$ cat src/sv/mi4_pkg.sv
// Package for the 4x4 adjugate matrix inverse block.
// Holds shared constants, types, the command and status structs and the minor step tables.
// No dependencies.
package mi4_pkg;

	// Default widths of the external fixed-point format.
	localparam int DATA_WIDTH_DEF = 32;
	localparam int FRAC_BITS_DEF = 16;

	// Internal arithmetic: 64-bit signed values held to a 62-bit magnitude.
	localparam int IW = 64;
	localparam int MAG_W = 62;
	localparam logic signed [IW-1:0] ILIM = 64'sh3FFF_FFFF_FFFF_FFFF;

	// Output modes of the configuration register.
	typedef enum logic [1:0] {
		MODE_INV  = 2'd0,
		MODE_INVT = 2'd1,
		MODE_COF  = 2'd2,
		MODE_TR   = 2'd3
	} mode_t;

	// Source of the second multiplier operand.
	typedef enum logic [1:0] {
		BSEL_MAT = 2'd0,
		BSEL_T   = 2'd1,
		BSEL_COF = 2'd2
	} bsel_t;

	// What happens to the accumulator after a product step.
	typedef enum logic [1:0] {
		POST_NONE = 2'd0,
		POST_T    = 2'd1,
		POST_COF  = 2'd2,
		POST_DET  = 2'd3
	} post_t;

	// One product step of a 3x3 minor determinant.
	typedef struct packed {
		logic [3:0] a_n;
		logic       b_t;
		logic [3:0] b_n;
		logic       sub;
		logic       clear;
		post_t      post;
		logic [1:0] t_idx;
	} step_t;

	// Commands from the controller to the datapath.
	typedef struct packed {
		logic       load_en;
		logic [3:0] ld_addr;
		logic [3:0] m_addr;
		logic [3:0] c_addr;
		logic       opa_load;
		logic       mul_start;
		bsel_t      bsel;
		logic [1:0] t_rd;
		logic       acc_clear;
		logic       acc_sub;
		logic       clip_clear;
		post_t      post;
		logic [1:0] t_wr;
		logic       cof_neg;
		logic [3:0] wr_idx;
		logic       res_load;
		mode_t      mode;
		logic       div_start;
		logic       out_load;
		logic [1:0] row;
		logic [1:0] col;
		logic       last;
	} cmd_t;

	// Status from the datapath to the controller.
	typedef struct packed {
		logic mul_done;
		logic div_done;
		logic singular;
		logic out_free;
	} sts_t;

	// Step table of a 3x3 determinant: three 2x2 terms, then the first-row expansion.
	function automatic step_t det3_step(input logic [3:0] s);
		step_t st;
		begin
			st = '0;
			unique case (s)
				4'd0: begin st.a_n = 4'd4; st.b_n = 4'd8; st.clear = 1'b1; end
				4'd1: begin
					st.a_n = 4'd5; st.b_n = 4'd7; st.sub = 1'b1;
					st.post = POST_T; st.t_idx = 2'd0;
				end
				4'd2: begin st.a_n = 4'd3; st.b_n = 4'd8; st.clear = 1'b1; end
				4'd3: begin
					st.a_n = 4'd5; st.b_n = 4'd6; st.sub = 1'b1;
					st.post = POST_T; st.t_idx = 2'd1;
				end
				4'd4: begin st.a_n = 4'd3; st.b_n = 4'd7; st.clear = 1'b1; end
				4'd5: begin
					st.a_n = 4'd4; st.b_n = 4'd6; st.sub = 1'b1;
					st.post = POST_T; st.t_idx = 2'd2;
				end
				4'd6: begin st.a_n = 4'd0; st.b_t = 1'b1; st.b_n = 4'd0; st.clear = 1'b1; end
				4'd7: begin st.a_n = 4'd1; st.b_t = 1'b1; st.b_n = 4'd1; st.sub = 1'b1; end
				4'd8: begin
					st.a_n = 4'd2; st.b_t = 1'b1; st.b_n = 4'd2; st.post = POST_COF;
				end
				default: st = '0;
			endcase
			return st;
		end
	endfunction

	// Address in the 4x4 store of element n of the minor that drops row r and column c.
	function automatic logic [3:0] minor_addr(input logic [1:0] r, input logic [1:0] c,
			input logic [3:0] n);
		logic [1:0] mr;
		logic [1:0] mc;
		logic [1:0] i;
		logic [1:0] j;
		begin
			unique case (n)
				4'd0: begin mr = 2'd0; mc = 2'd0; end
				4'd1: begin mr = 2'd0; mc = 2'd1; end
				4'd2: begin mr = 2'd0; mc = 2'd2; end
				4'd3: begin mr = 2'd1; mc = 2'd0; end
				4'd4: begin mr = 2'd1; mc = 2'd1; end
				4'd5: begin mr = 2'd1; mc = 2'd2; end
				4'd6: begin mr = 2'd2; mc = 2'd0; end
				4'd7: begin mr = 2'd2; mc = 2'd1; end
				4'd8: begin mr = 2'd2; mc = 2'd2; end
				default: begin mr = 2'd0; mc = 2'd0; end
			endcase
			i = (mr >= r) ? 2'(mr + 2'd1) : mr;
			j = (mc >= c) ? 2'(mc + 2'd1) : mc;
			return {i, j};
		end
	endfunction

endpackage

$ cat src/sv/mi4_ctrl.sv
// Controller of the 4x4 adjugate inverse: load counter, cofactor and determinant
// sequencing, output sequencing and the mode register.
// Depends on mi4_pkg.
module mi4_ctrl (
	input  logic          clk,
	input  logic          arst_n,
	input  logic          in_valid,
	output logic          in_stall,
	input  logic          cfg_valid,
	output logic          cfg_ready,
	input  logic [1:0]    output_mode,
	output mi4_pkg::cmd_t cmd,
	input  mi4_pkg::sts_t sts
);

	typedef enum logic [9:0] {
		S_LOAD  = 10'b00_0000_0001,
		S_RDA   = 10'b00_0000_0010,
		S_RDB   = 10'b00_0000_0100,
		S_MGO   = 10'b00_0000_1000,
		S_MWAIT = 10'b00_0001_0000,
		S_POST  = 10'b00_0010_0000,
		S_ORD   = 10'b00_0100_0000,
		S_OGO   = 10'b00_1000_0000,
		S_ODIV  = 10'b01_0000_0000,
		S_OPUT  = 10'b10_0000_0000
	} state_t;

	state_t         state_q;
	logic [3:0]     ld_cnt_q;
	logic [3:0]     k_q;
	logic [3:0]     step_q;
	logic           det_ph_q;
	mi4_pkg::mode_t cfg_mode_q;
	mi4_pkg::mode_t run_mode_q;

	logic [1:0]    r;
	logic [1:0]    c;
	mi4_pkg::step_t st;
	logic [3:0]    a_addr;
	logic [3:0]    b_addr;
	logic [3:0]    src_tr;
	logic          need_div;
	logic          in_acc;

	assign in_acc    = in_valid && (state_q == S_LOAD);
	assign in_stall  = state_q != S_LOAD;
	assign cfg_ready = 1'b1;

	// Operand addresses of the current product step.
	always_comb begin
		r = k_q[3:2];
		c = k_q[1:0];
		st = mi4_pkg::det3_step(step_q);
		src_tr = {c, r};
		if (det_ph_q) begin
			a_addr = {2'b00, step_q[1:0]};
			b_addr = {2'b00, step_q[1:0]};
		end else begin
			a_addr = mi4_pkg::minor_addr(r, c, st.a_n);
			b_addr = mi4_pkg::minor_addr(r, c, st.b_n);
		end
		need_div = (run_mode_q == mi4_pkg::MODE_INV || run_mode_q == mi4_pkg::MODE_INVT)
			&& !sts.singular;
	end

	// Command decode.
	always_comb begin
		cmd = '0;
		cmd.ld_addr    = ld_cnt_q;
		cmd.bsel       = det_ph_q ? mi4_pkg::BSEL_COF
			: (st.b_t ? mi4_pkg::BSEL_T : mi4_pkg::BSEL_MAT);
		cmd.t_rd       = st.b_n[1:0];
		cmd.acc_clear  = det_ph_q ? (step_q == 4'd0) : st.clear;
		cmd.acc_sub    = det_ph_q ? 1'b0 : st.sub;
		cmd.clip_clear = step_q == 4'd0;
		cmd.t_wr       = st.t_idx;
		cmd.cof_neg    = k_q[2] ^ k_q[0];
		cmd.wr_idx     = k_q;
		cmd.mode       = run_mode_q;
		cmd.row        = r;
		cmd.col        = c;
		cmd.last       = k_q == 4'd15;
		unique case (state_q)
			S_LOAD: cmd.load_en = in_valid;
			S_RDA: cmd.m_addr = a_addr;
			S_RDB: begin
				cmd.opa_load = 1'b1;
				cmd.m_addr = b_addr;
				cmd.c_addr = b_addr;
			end
			S_MGO: cmd.mul_start = 1'b1;
			S_MWAIT: cmd.post = mi4_pkg::POST_NONE;
			S_POST: begin
				if (det_ph_q) begin
					cmd.post = (step_q == 4'd3) ? mi4_pkg::POST_DET : mi4_pkg::POST_NONE;
				end else begin
					cmd.post = st.post;
				end
			end
			S_ORD: begin
				cmd.m_addr = src_tr;
				cmd.c_addr = (run_mode_q == mi4_pkg::MODE_INV) ? src_tr : k_q;
			end
			S_OGO: begin
				cmd.res_load = 1'b1;
				cmd.div_start = need_div;
			end
			S_ODIV: cmd.post = mi4_pkg::POST_NONE;
			S_OPUT: cmd.out_load = sts.out_free;
			default: cmd.post = mi4_pkg::POST_NONE;
		endcase
	end

	// Mode register.
	always_ff @(posedge clk or negedge arst_n) begin
		if (!arst_n) begin
			cfg_mode_q <= mi4_pkg::MODE_INV;
		end else if (cfg_valid) begin
			cfg_mode_q <= mi4_pkg::mode_t'(output_mode);
		end
	end

	// State machine and counters.
	always_ff @(posedge clk or negedge arst_n) begin
		if (!arst_n) begin
			state_q    <= S_LOAD;
			ld_cnt_q   <= 4'd0;
			k_q        <= 4'd0;
			step_q     <= 4'd0;
			det_ph_q   <= 1'b0;
			run_mode_q <= mi4_pkg::MODE_INV;
		end else begin
			unique case (state_q)
				S_LOAD: begin
					if (in_acc) begin
						ld_cnt_q <= 4'(ld_cnt_q + 4'd1);
						if (ld_cnt_q == 4'd15) begin
							run_mode_q <= cfg_mode_q;
							k_q        <= 4'd0;
							step_q     <= 4'd0;
							det_ph_q   <= 1'b0;
							state_q    <= S_RDA;
						end
					end
				end
				S_RDA: state_q <= S_RDB;
				S_RDB: state_q <= S_MGO;
				S_MGO: state_q <= S_MWAIT;
				S_MWAIT: begin
					if (sts.mul_done) begin
						state_q <= S_POST;
					end
				end
				S_POST: begin
					state_q <= S_RDA;
					if (det_ph_q) begin
						if (step_q == 4'd3) begin
							k_q     <= 4'd0;
							state_q <= S_ORD;
						end else begin
							step_q <= 4'(step_q + 4'd1);
						end
					end else if (step_q == 4'd8) begin
						step_q <= 4'd0;
						if (k_q == 4'd15) begin
							det_ph_q <= 1'b1;
						end else begin
							k_q <= 4'(k_q + 4'd1);
						end
					end else begin
						step_q <= 4'(step_q + 4'd1);
					end
				end
				S_ORD: state_q <= S_OGO;
				S_OGO: state_q <= need_div ? S_ODIV : S_OPUT;
				S_ODIV: begin
					if (sts.div_done) begin
						state_q <= S_OPUT;
					end
				end
				S_OPUT: begin
					if (sts.out_free) begin
						if (k_q == 4'd15) begin
							state_q <= S_LOAD;
						end else begin
							k_q     <= 4'(k_q + 4'd1);
							state_q <= S_ORD;
						end
					end
				end
				default: state_q <= S_LOAD;
			endcase
		end
	end

	// The multiplier only reports a product while the controller waits for it.
	a_mul_done_wait: assert property (@(posedge clk) disable iff (!arst_n)
		sts.mul_done |-> state_q == S_MWAIT)
		else $error("multiplier finished outside its wait state");

	// The divider only reports a quotient while the controller waits for it.
	a_div_done_wait: assert property (@(posedge clk) disable iff (!arst_n)
		sts.div_done |-> state_q == S_ODIV)
		else $error("divider finished outside its wait state");

	// The last result of a run returns the block to loading with an empty count.
	a_run_end: assert property (@(posedge clk) disable iff (!arst_n)
		(state_q == S_OPUT && sts.out_free && k_q == 4'd15)
		|=> (state_q == S_LOAD && ld_cnt_q == 4'd0))
		else $error("run did not end cleanly");

	// The minor step counter stays within the nine products of a 3x3 determinant.
	a_step_range: assert property (@(posedge clk) disable iff (!arst_n)
		(state_q != S_LOAD && !det_ph_q) |-> step_q <= 4'd8)
		else $error("minor step out of range");

	// A beat is never offered to the output register while it still holds a stalled beat.
	a_out_load: assert property (@(posedge clk) disable iff (!arst_n)
		cmd.out_load |-> sts.out_free)
		else $error("output register overwritten");

endmodule
$ cat config.mk
export PLATFORM = sky130hd
export DESIGN_NAME = mi4_ctrl
export DESIGN_NICKNAME = d
export VERILOG_FILES = /design/src/sv/mi4_pkg.sv /design/src/sv/mi4_ctrl.sv
export SDC_FILE = /design/constraint.sdc
export NUM_CORES = 1
export LEC_CHECK = 0
export BUFFER_PORTS_ARGS = -buffer_cell sky130_fd_sc_hd__buf_4
export CAP_MARGIN = 25
export CORE_ASPECT_RATIO = 1.25
export CORE_MARGIN = 3
export CORE_UTILIZATION = 60
export DETAILED_ROUTE_END_ITERATION = 12
export GPL_TIMING_DRIVEN = 0
export PLACE_DENSITY = 0.87
export SLEW_MARGIN = 15
export SYNTH_ARGS = -nofsm -noshare
export SYNTH_HDL_FRONTEND = slang
export SYNTH_SLANG_ARGS = --single-unit
$ cat constraint.sdc
create_clock -name clk -period 6.5 [get_ports clk]
set_input_delay 0.65 -clock clk [delete_from_list [all_inputs] [get_ports clk]]
set_output_delay 0.65 -clock clk [all_outputs]
set_load 0.02 [all_outputs]
; ---- After elaboration in Yosys (flattened, before gate mapping)
; Memory sizes are Yosys's and may differ from the RTL's.
; Index checks and enable logic that the tools add are counted.
[op_classes]
addsub = 7
order_cmp = 4
eq_ne = 30
mux = 59
bitwise = 1
n_reduce_logical = 24
[op_table]
columns = op, count
row1 = 10-bit case mux with 10 select lines, 1
row2 = 10-bit two-way mux, 6
row3 = 4-bit two-way mux, 15
row4 = 4-bit case mux with 3 select lines, 2
row5 = 7-bit two-way mux, 3
row6 = 4-bit case mux with 5 select lines, 1
row7 = 1-bit two-way mux, 17
row8 = "4-bit by 3-bit equality test with 1-bit output, second input constant", 4
row9 = 2-bit two-way mux, 8
row10 = 4-bit case mux with 2 select lines, 2
row11 = 3-bit case mux with 5 select lines, 1
row12 = "4-bit by 1-bit adder with 4-bit output, second input constant", 3
row13 = "4-bit equality test, second input constant", 3
row14 = 2-bit OR reduction, 6
row15 = "10-bit by 1-bit equality test with 1-bit output, second input constant", 1
row16 = "10-bit equality test, second input constant", 1
row17 = "10-bit by 2-bit equality test with 1-bit output, second input constant", 1
row18 = "10-bit by 3-bit equality test with 1-bit output, second input constant", 1
row19 = "10-bit by 4-bit equality test with 1-bit output, second input constant", 1
row20 = "10-bit by 5-bit equality test with 1-bit output, second input constant", 1
row21 = "10-bit by 6-bit equality test with 1-bit output, second input constant", 1
row22 = "10-bit by 7-bit equality test with 1-bit output, second input constant", 1
row23 = "10-bit by 8-bit equality test with 1-bit output, second input constant", 1
row24 = "10-bit by 9-bit equality test with 1-bit output, second input constant", 1
row25 = 26 further kinds, 43
[word_totals]
reg_bits = 27
romBits = 128
elab_cells = 134
mem_count = 2
[memory_table]
columns = memory, depth, word_bits, rd, rd_ports_with_merged_regs, write_ports, line
row1 = (name not given), 16, 4, 1, 0, 0, mi4_pkg.sv:123  ; unique case (n)
row2 = (name not given), 16, 4, 1, 0, 0, mi4_pkg.sv:123

; ---- Longest topological paths before layout
; An unclocked memory read counts as a cell.
[depth]
ltp_word = 9
ltp_mapped = 17

; ---- Worst setup path after synthesis
; Ideal clock, no wire load.
[synth_timing]
path_kind = flip-flop to output port
from = reg step_q[0]
to = out cmd[33] (netlist bit)
t_arrival_ps = 3390
required_ps = 5850
slack_ps = 2460
path_stages_with_launch = 17
path_buffers = 1
cell_sequence = dfrtp_1 -> inv_1 -> ha_1 -> buf_2 -> nand2_1 -> or2_2 -> and2_1 -> ha_1 -> inv_1 -> a211o_1 -> o211ai_2 -> ha_1 -> nand2b_1 -> a21oi_1 -> a211oi_1 -> o31a_1 -> o221ai_1
[synth_rtl]
columns = item, line
row1 = "start, declared", mi4_ctrl.sv:32  ; logic [3:0] step_q;
row2 = "start signal, assigned", mi4_ctrl.sv:162  ; step_q <= 4'(step_q + 4'd1);
row3 = "start signal, assigned", mi4_ctrl.sv:172  ; step_q <= 4'(step_q + 4'd1);
row4 = "end, declared", mi4_ctrl.sv:12  ; output mi4_pkg::cmd_t cmd,

==> summary.log <==
INFO  setup_path     critical_path.reg2reg.endpoint=k_q[1]
INFO  pwr            power.sequential.fraction=33.6%
INFO  global_route   grt_first_pass_wirelength=10.3mm
INFO  layout         final.fill_count=336
INFO  place          dpl_cell_area=2940um2
INFO  routing        drt_first_pass_iters=4
INFO  setup_path     cp-end-kind=output port
INFO  setup_path     rr_startpoint=state_q[8]
INFO  setup_path     critPathKind=flip-flop to output port
INFO  layout         multiInputGateArea=1610um2
INFO  layout         design_area=2990um2
INFO  cts            cts_tree=done
INFO  pwr            power.switching_fraction=43.5%
INFO  cts            insertion_delay=280ps
INFO  setup_path     worst_stage_delay_on_the_critical_path=490ps
INFO  sta            final_period_minus_worst_setup_slack=4690ps
INFO  sta            setup_viol=0
INFO  place          count_of_buffers_inserted_at_the_top_level_ports=51
INFO  die            fp.dieH=78.0um
INFO  cts            cts.clk_slew.worst_paths=90ps
INFO  layout         commonest_non_fill_non_tap_cell_in_the_layout=sky130_fd_sc_hd__buf_4
INFO  sta            transition_at_the_pin_with_the_smallest_max_transition_slack=521ps
INFO  routing        dr_total_vias=2376
INFO  layout         area.growth.synth_to_final=19.9%
INFO  layout         n_antenna_cell=0
INFO  sta            final_hold_viol_count=0
INFO  die            placeable_core_region=3880um2
INFO  setup_path     timing.reg2reg.setup_slack=4260ps
INFO  place          dp_hpwl=4.72mm
INFO  yosys          seq_area_frac_synth=27.2%
INFO  routing        final_antenna_net_count=0
INFO  pwr            power.density=234nW/um2
INFO  setup_path     worstPathBufferInverterCount=4
INFO  place          post-place-ws=2140ps
INFO  routing        drc_errors=0
INFO  sta            clock_skew=2.65ps
INFO  layout         final_nets=388
INFO  global_route   antenna_found_initial=0
INFO  cts            cts-root-buf=sky130_fd_sc_hd__clkbuf_8
INFO  outcome        run_status=finished, final reports clean
INFO  sta            slew_viol_final=0
INFO  cts            cts_setup_buffers=0
INFO  yosys          synth_top_area_share=26.1%
INFO  yosys          mappedNetlistArea=2490um2
INFO  sta            maxSlewHeadroom=65.3%
INFO  cts            cts.hold.buffers_added=0
INFO  routing        avgViaCountPerCell=5.81
INFO  routing        dr.first_iter.drc_count=186
INFO  yosys          post_synthesis_sequential_element_count=27
INFO  layout         utilization=77.0%
INFO  cts            cts_made_buffers=3
INFO  die            site_row_count=25
INFO  yosys          asyncSetResetFlopFracSynth=100%
INFO  setup_path     r2r.worst_path.cells=8
INFO  pwr            clkPwrFrac=13.8%
INFO  global_route   all_layer_global_routing_usage=25.4%
INFO  yosys          synth_area_per_cell=8.30um2
INFO  sta            fin_crit_sh=72.1%
INFO  pwr            switchingPower=0.000304W
INFO  cts            post_cts_resized=0
INFO  sta            finalWorstSetupSlack=1810ps
INFO  pwr            leakage=1.50nW
INFO  die            floorplan.die.width=63.6um
INFO  yosys          yosysWarningCount=0
INFO  die            floorplan.die_area=4960um2
INFO  place          gp_routability_congestion=0.906
INFO  yosys          synth.area.top_cells=sky130_fd_sc_hd__dfrtp_1 (26%), sky130_fd_sc_hd__ha_1 (11%), sky130_fd_sc_hd__nor2_1 (4.8%)
INFO  cts            clock_tree.buffer_depth=2
INFO  global_route   grt_overflow_total=0
INFO  yosys          postSynth.topFlopCell=sky130_fd_sc_hd__dfrtp_1
INFO  cts            clock_sinks=27
INFO  pwr            p_comb_share=52.6%
INFO  yosys          syn_inst=300
INFO  pwr            internal-power=0.000396W
INFO  cts            cts_max_level=1
INFO  setup_path     critical_path_peak_fanout=10
INFO  sta            rsz_0062_raised_after_global_routing=false
INFO  setup_path     required_time_at_the_endpoint_of_the_critical_path=5850ps
INFO  sta            finalSetupTns=0ps
INFO  setup_path     path_cells=inv_1 -> ha_1 -> buf_2 -> nand2_1 -> or2_2 -> and2_1 -> ha_1 -> inv_1 -> a211o_1 -> o211ai_2 -> ha_1 -> nand2b_1 -> a21oi_1 -> a211oi_1 -> o31a_1 -> o221ai_1 -> buf_4
INFO  layout         seq_area=677um2
INFO  flow_run       maxCapViolations=0
INFO  yosys          netlist.top_cell.by_area=sky130_fd_sc_hd__dfrtp_1
INFO  setup_path     critPathArrivalTime=4040ps
INFO  sta            max_clock_freq=213MHz
INFO  setup_path     worst_path_max_delay_cell=sky130_fd_sc_hd__dfrtp_1
INFO  setup_path     critPathTopFamily=compound AO/OA/AOI/OAI gates
INFO  setup_path     timing.critical_path.mode_cell=sky130_fd_sc_hd__ha_1
INFO  global_route   largest_net_degree_at_the_start_of_global_routing=28
INFO  routing        drt-wirelength-per-cell=15.0um
INFO  routing        route.final.wire_length=6.12mm
INFO  yosys          synth_nets=332
INFO  die            ios=53
INFO  yosys          synth-edff-count=0
INFO  layout         drive_gt1_share=24.8%
INFO  global_route   first_global_vias=2332
INFO  min_path       hold_path.class=input pin to asynchronous set/reset pin
INFO  layout         layout.cells.most_common_list=sky130_fd_sc_hd__buf_4 (59), sky130_fd_sc_hd__nor2_1 (32), sky130_fd_sc_hd__dfrtp_1 (26)
INFO  setup_path     cp-start-kind=flip-flop
INFO  die            start_util=64.2%
INFO  yosys          post_synth_num_cell_types=58
INFO  pwr            peakVddDrop=0.300mV
-- state kept, by name, summed over array words and instances, names as in the netlist --
| register | flops |
|---|---|
| k_q | 4 |
| step_q | 4 |
| run_mode_q | 2 |
| cfg_mode_q | 2 |
| ld_cnt_q | 4 |
| state_q | 10 |
| det_ph_q | 1 |
-- worst register-to-register path, delay by kind of cell (launching register included) --
kind                   cells  cell delay [ps]
AO/OA/AOI/OAI              3              580
AND/OR/NAND/NOR            3              870
buffers and inverters      2              300
flip-flops                 1              380
-- worst max-delay path by stage --
stage                    to      start  depth (start not counted)  slack, ps
finish              cmd[33]  step_q[0]                         17       1810
global route        cmd[33]  step_q[0]                         17       1560
CTS                 cmd[33]  step_q[0]                         17       1830
detailed placement  cmd[33]  step_q[0]                         17       2140
global placement    cmd[33]  step_q[0]                         17       2230
floorplan           cmd[33]  step_q[0]                         16       2460
-- cells in the mapped netlist, types with 4 or more instances --
cell type	instances
sky130_fd_sc_hd__nor2b_1	5
sky130_fd_sc_hd__nand2_1	14
sky130_fd_sc_hd__ha_1	22
sky130_fd_sc_hd__nor2_1	32
sky130_fd_sc_hd__o21ai_1	7
sky130_fd_sc_hd__nand3b_1	5
sky130_fd_sc_hd__nand3_1	12
sky130_fd_sc_hd__mux2_2	4
sky130_fd_sc_hd__mux2i_1	8
sky130_fd_sc_hd__a21oi_1	17
sky130_fd_sc_hd__xor2_1	6
sky130_fd_sc_hd__inv_1	20
sky130_fd_sc_hd__nand2b_1	9
sky130_fd_sc_hd__clkbuf_1	8
sky130_fd_sc_hd__nand4_1	6
sky130_fd_sc_hd__buf_4	8
sky130_fd_sc_hd__xnor2_1	4
sky130_fd_sc_hd__buf_2	4
sky130_fd_sc_hd__nor3_1	7
sky130_fd_sc_hd__dfrtp_1	26
sky130_fd_sc_hd__o22ai_1	5
sky130_fd_sc_hd__o21ai_0	15
-- metal layers --
metal	track usage [%]	wire, um
met3	1.72	263
met5	0	0
met2	48.3	3310
met1	29.9	2460
met4	7.99	89
-- metrics by stage --
step / instances / total power (W) / hold WS (ps)
2_1_floorplan: 300 / 0.000490 / 354
3_3_place_gp: 405 / 0.000591 / 479
3_5_place_dp: 405 / 0.000601 / 493
4_1_cts: 409 / 0.000698 / 281
5_1_grt: 409 / 0.000748 / 286
6_report: 409 / 0.000700 / 267
-- power groups by stage --
stage	clock network, W	registers [W]	logic [W]
after floorplan	0	0.000249	0.000240
final	0.0000966	0.000235	0.000368
after CTS	0.0000962	0.000233	0.000369
after global routing	0.000103	0.000238	0.000407
after detailed placement	0	0.000236	0.000364
after global placement	0	0.000235	0.000357
-- kinds of logic (layout without fill, tap and decap cells) --
kind of cell	after synthesis	after routing	synth area share, %
fa+ha+maj	22	22	11.1
simple gates	108	108	23.8
compound gates	74	74	19.6
flops	27	27	27.2
buf+inv	43	98	8.19
mux	15	15	6.48
xor+xnor	10	10	3.52
other cells	1	1	0.151
-- area by class of cell --
type | instances | share of cell area, %
clock buffer | 3 | 1.38
inverter | 22 | 2.76
tap | 54 | 2.26
multi-input combinational | 230 | 53.9
buffer | 21 | 4.06
clock inverter | 1 | 0.168
sequential | 27 | 22.7
timing repair buffer | 51 | 12.8
(Power assumes the default switching activity.)
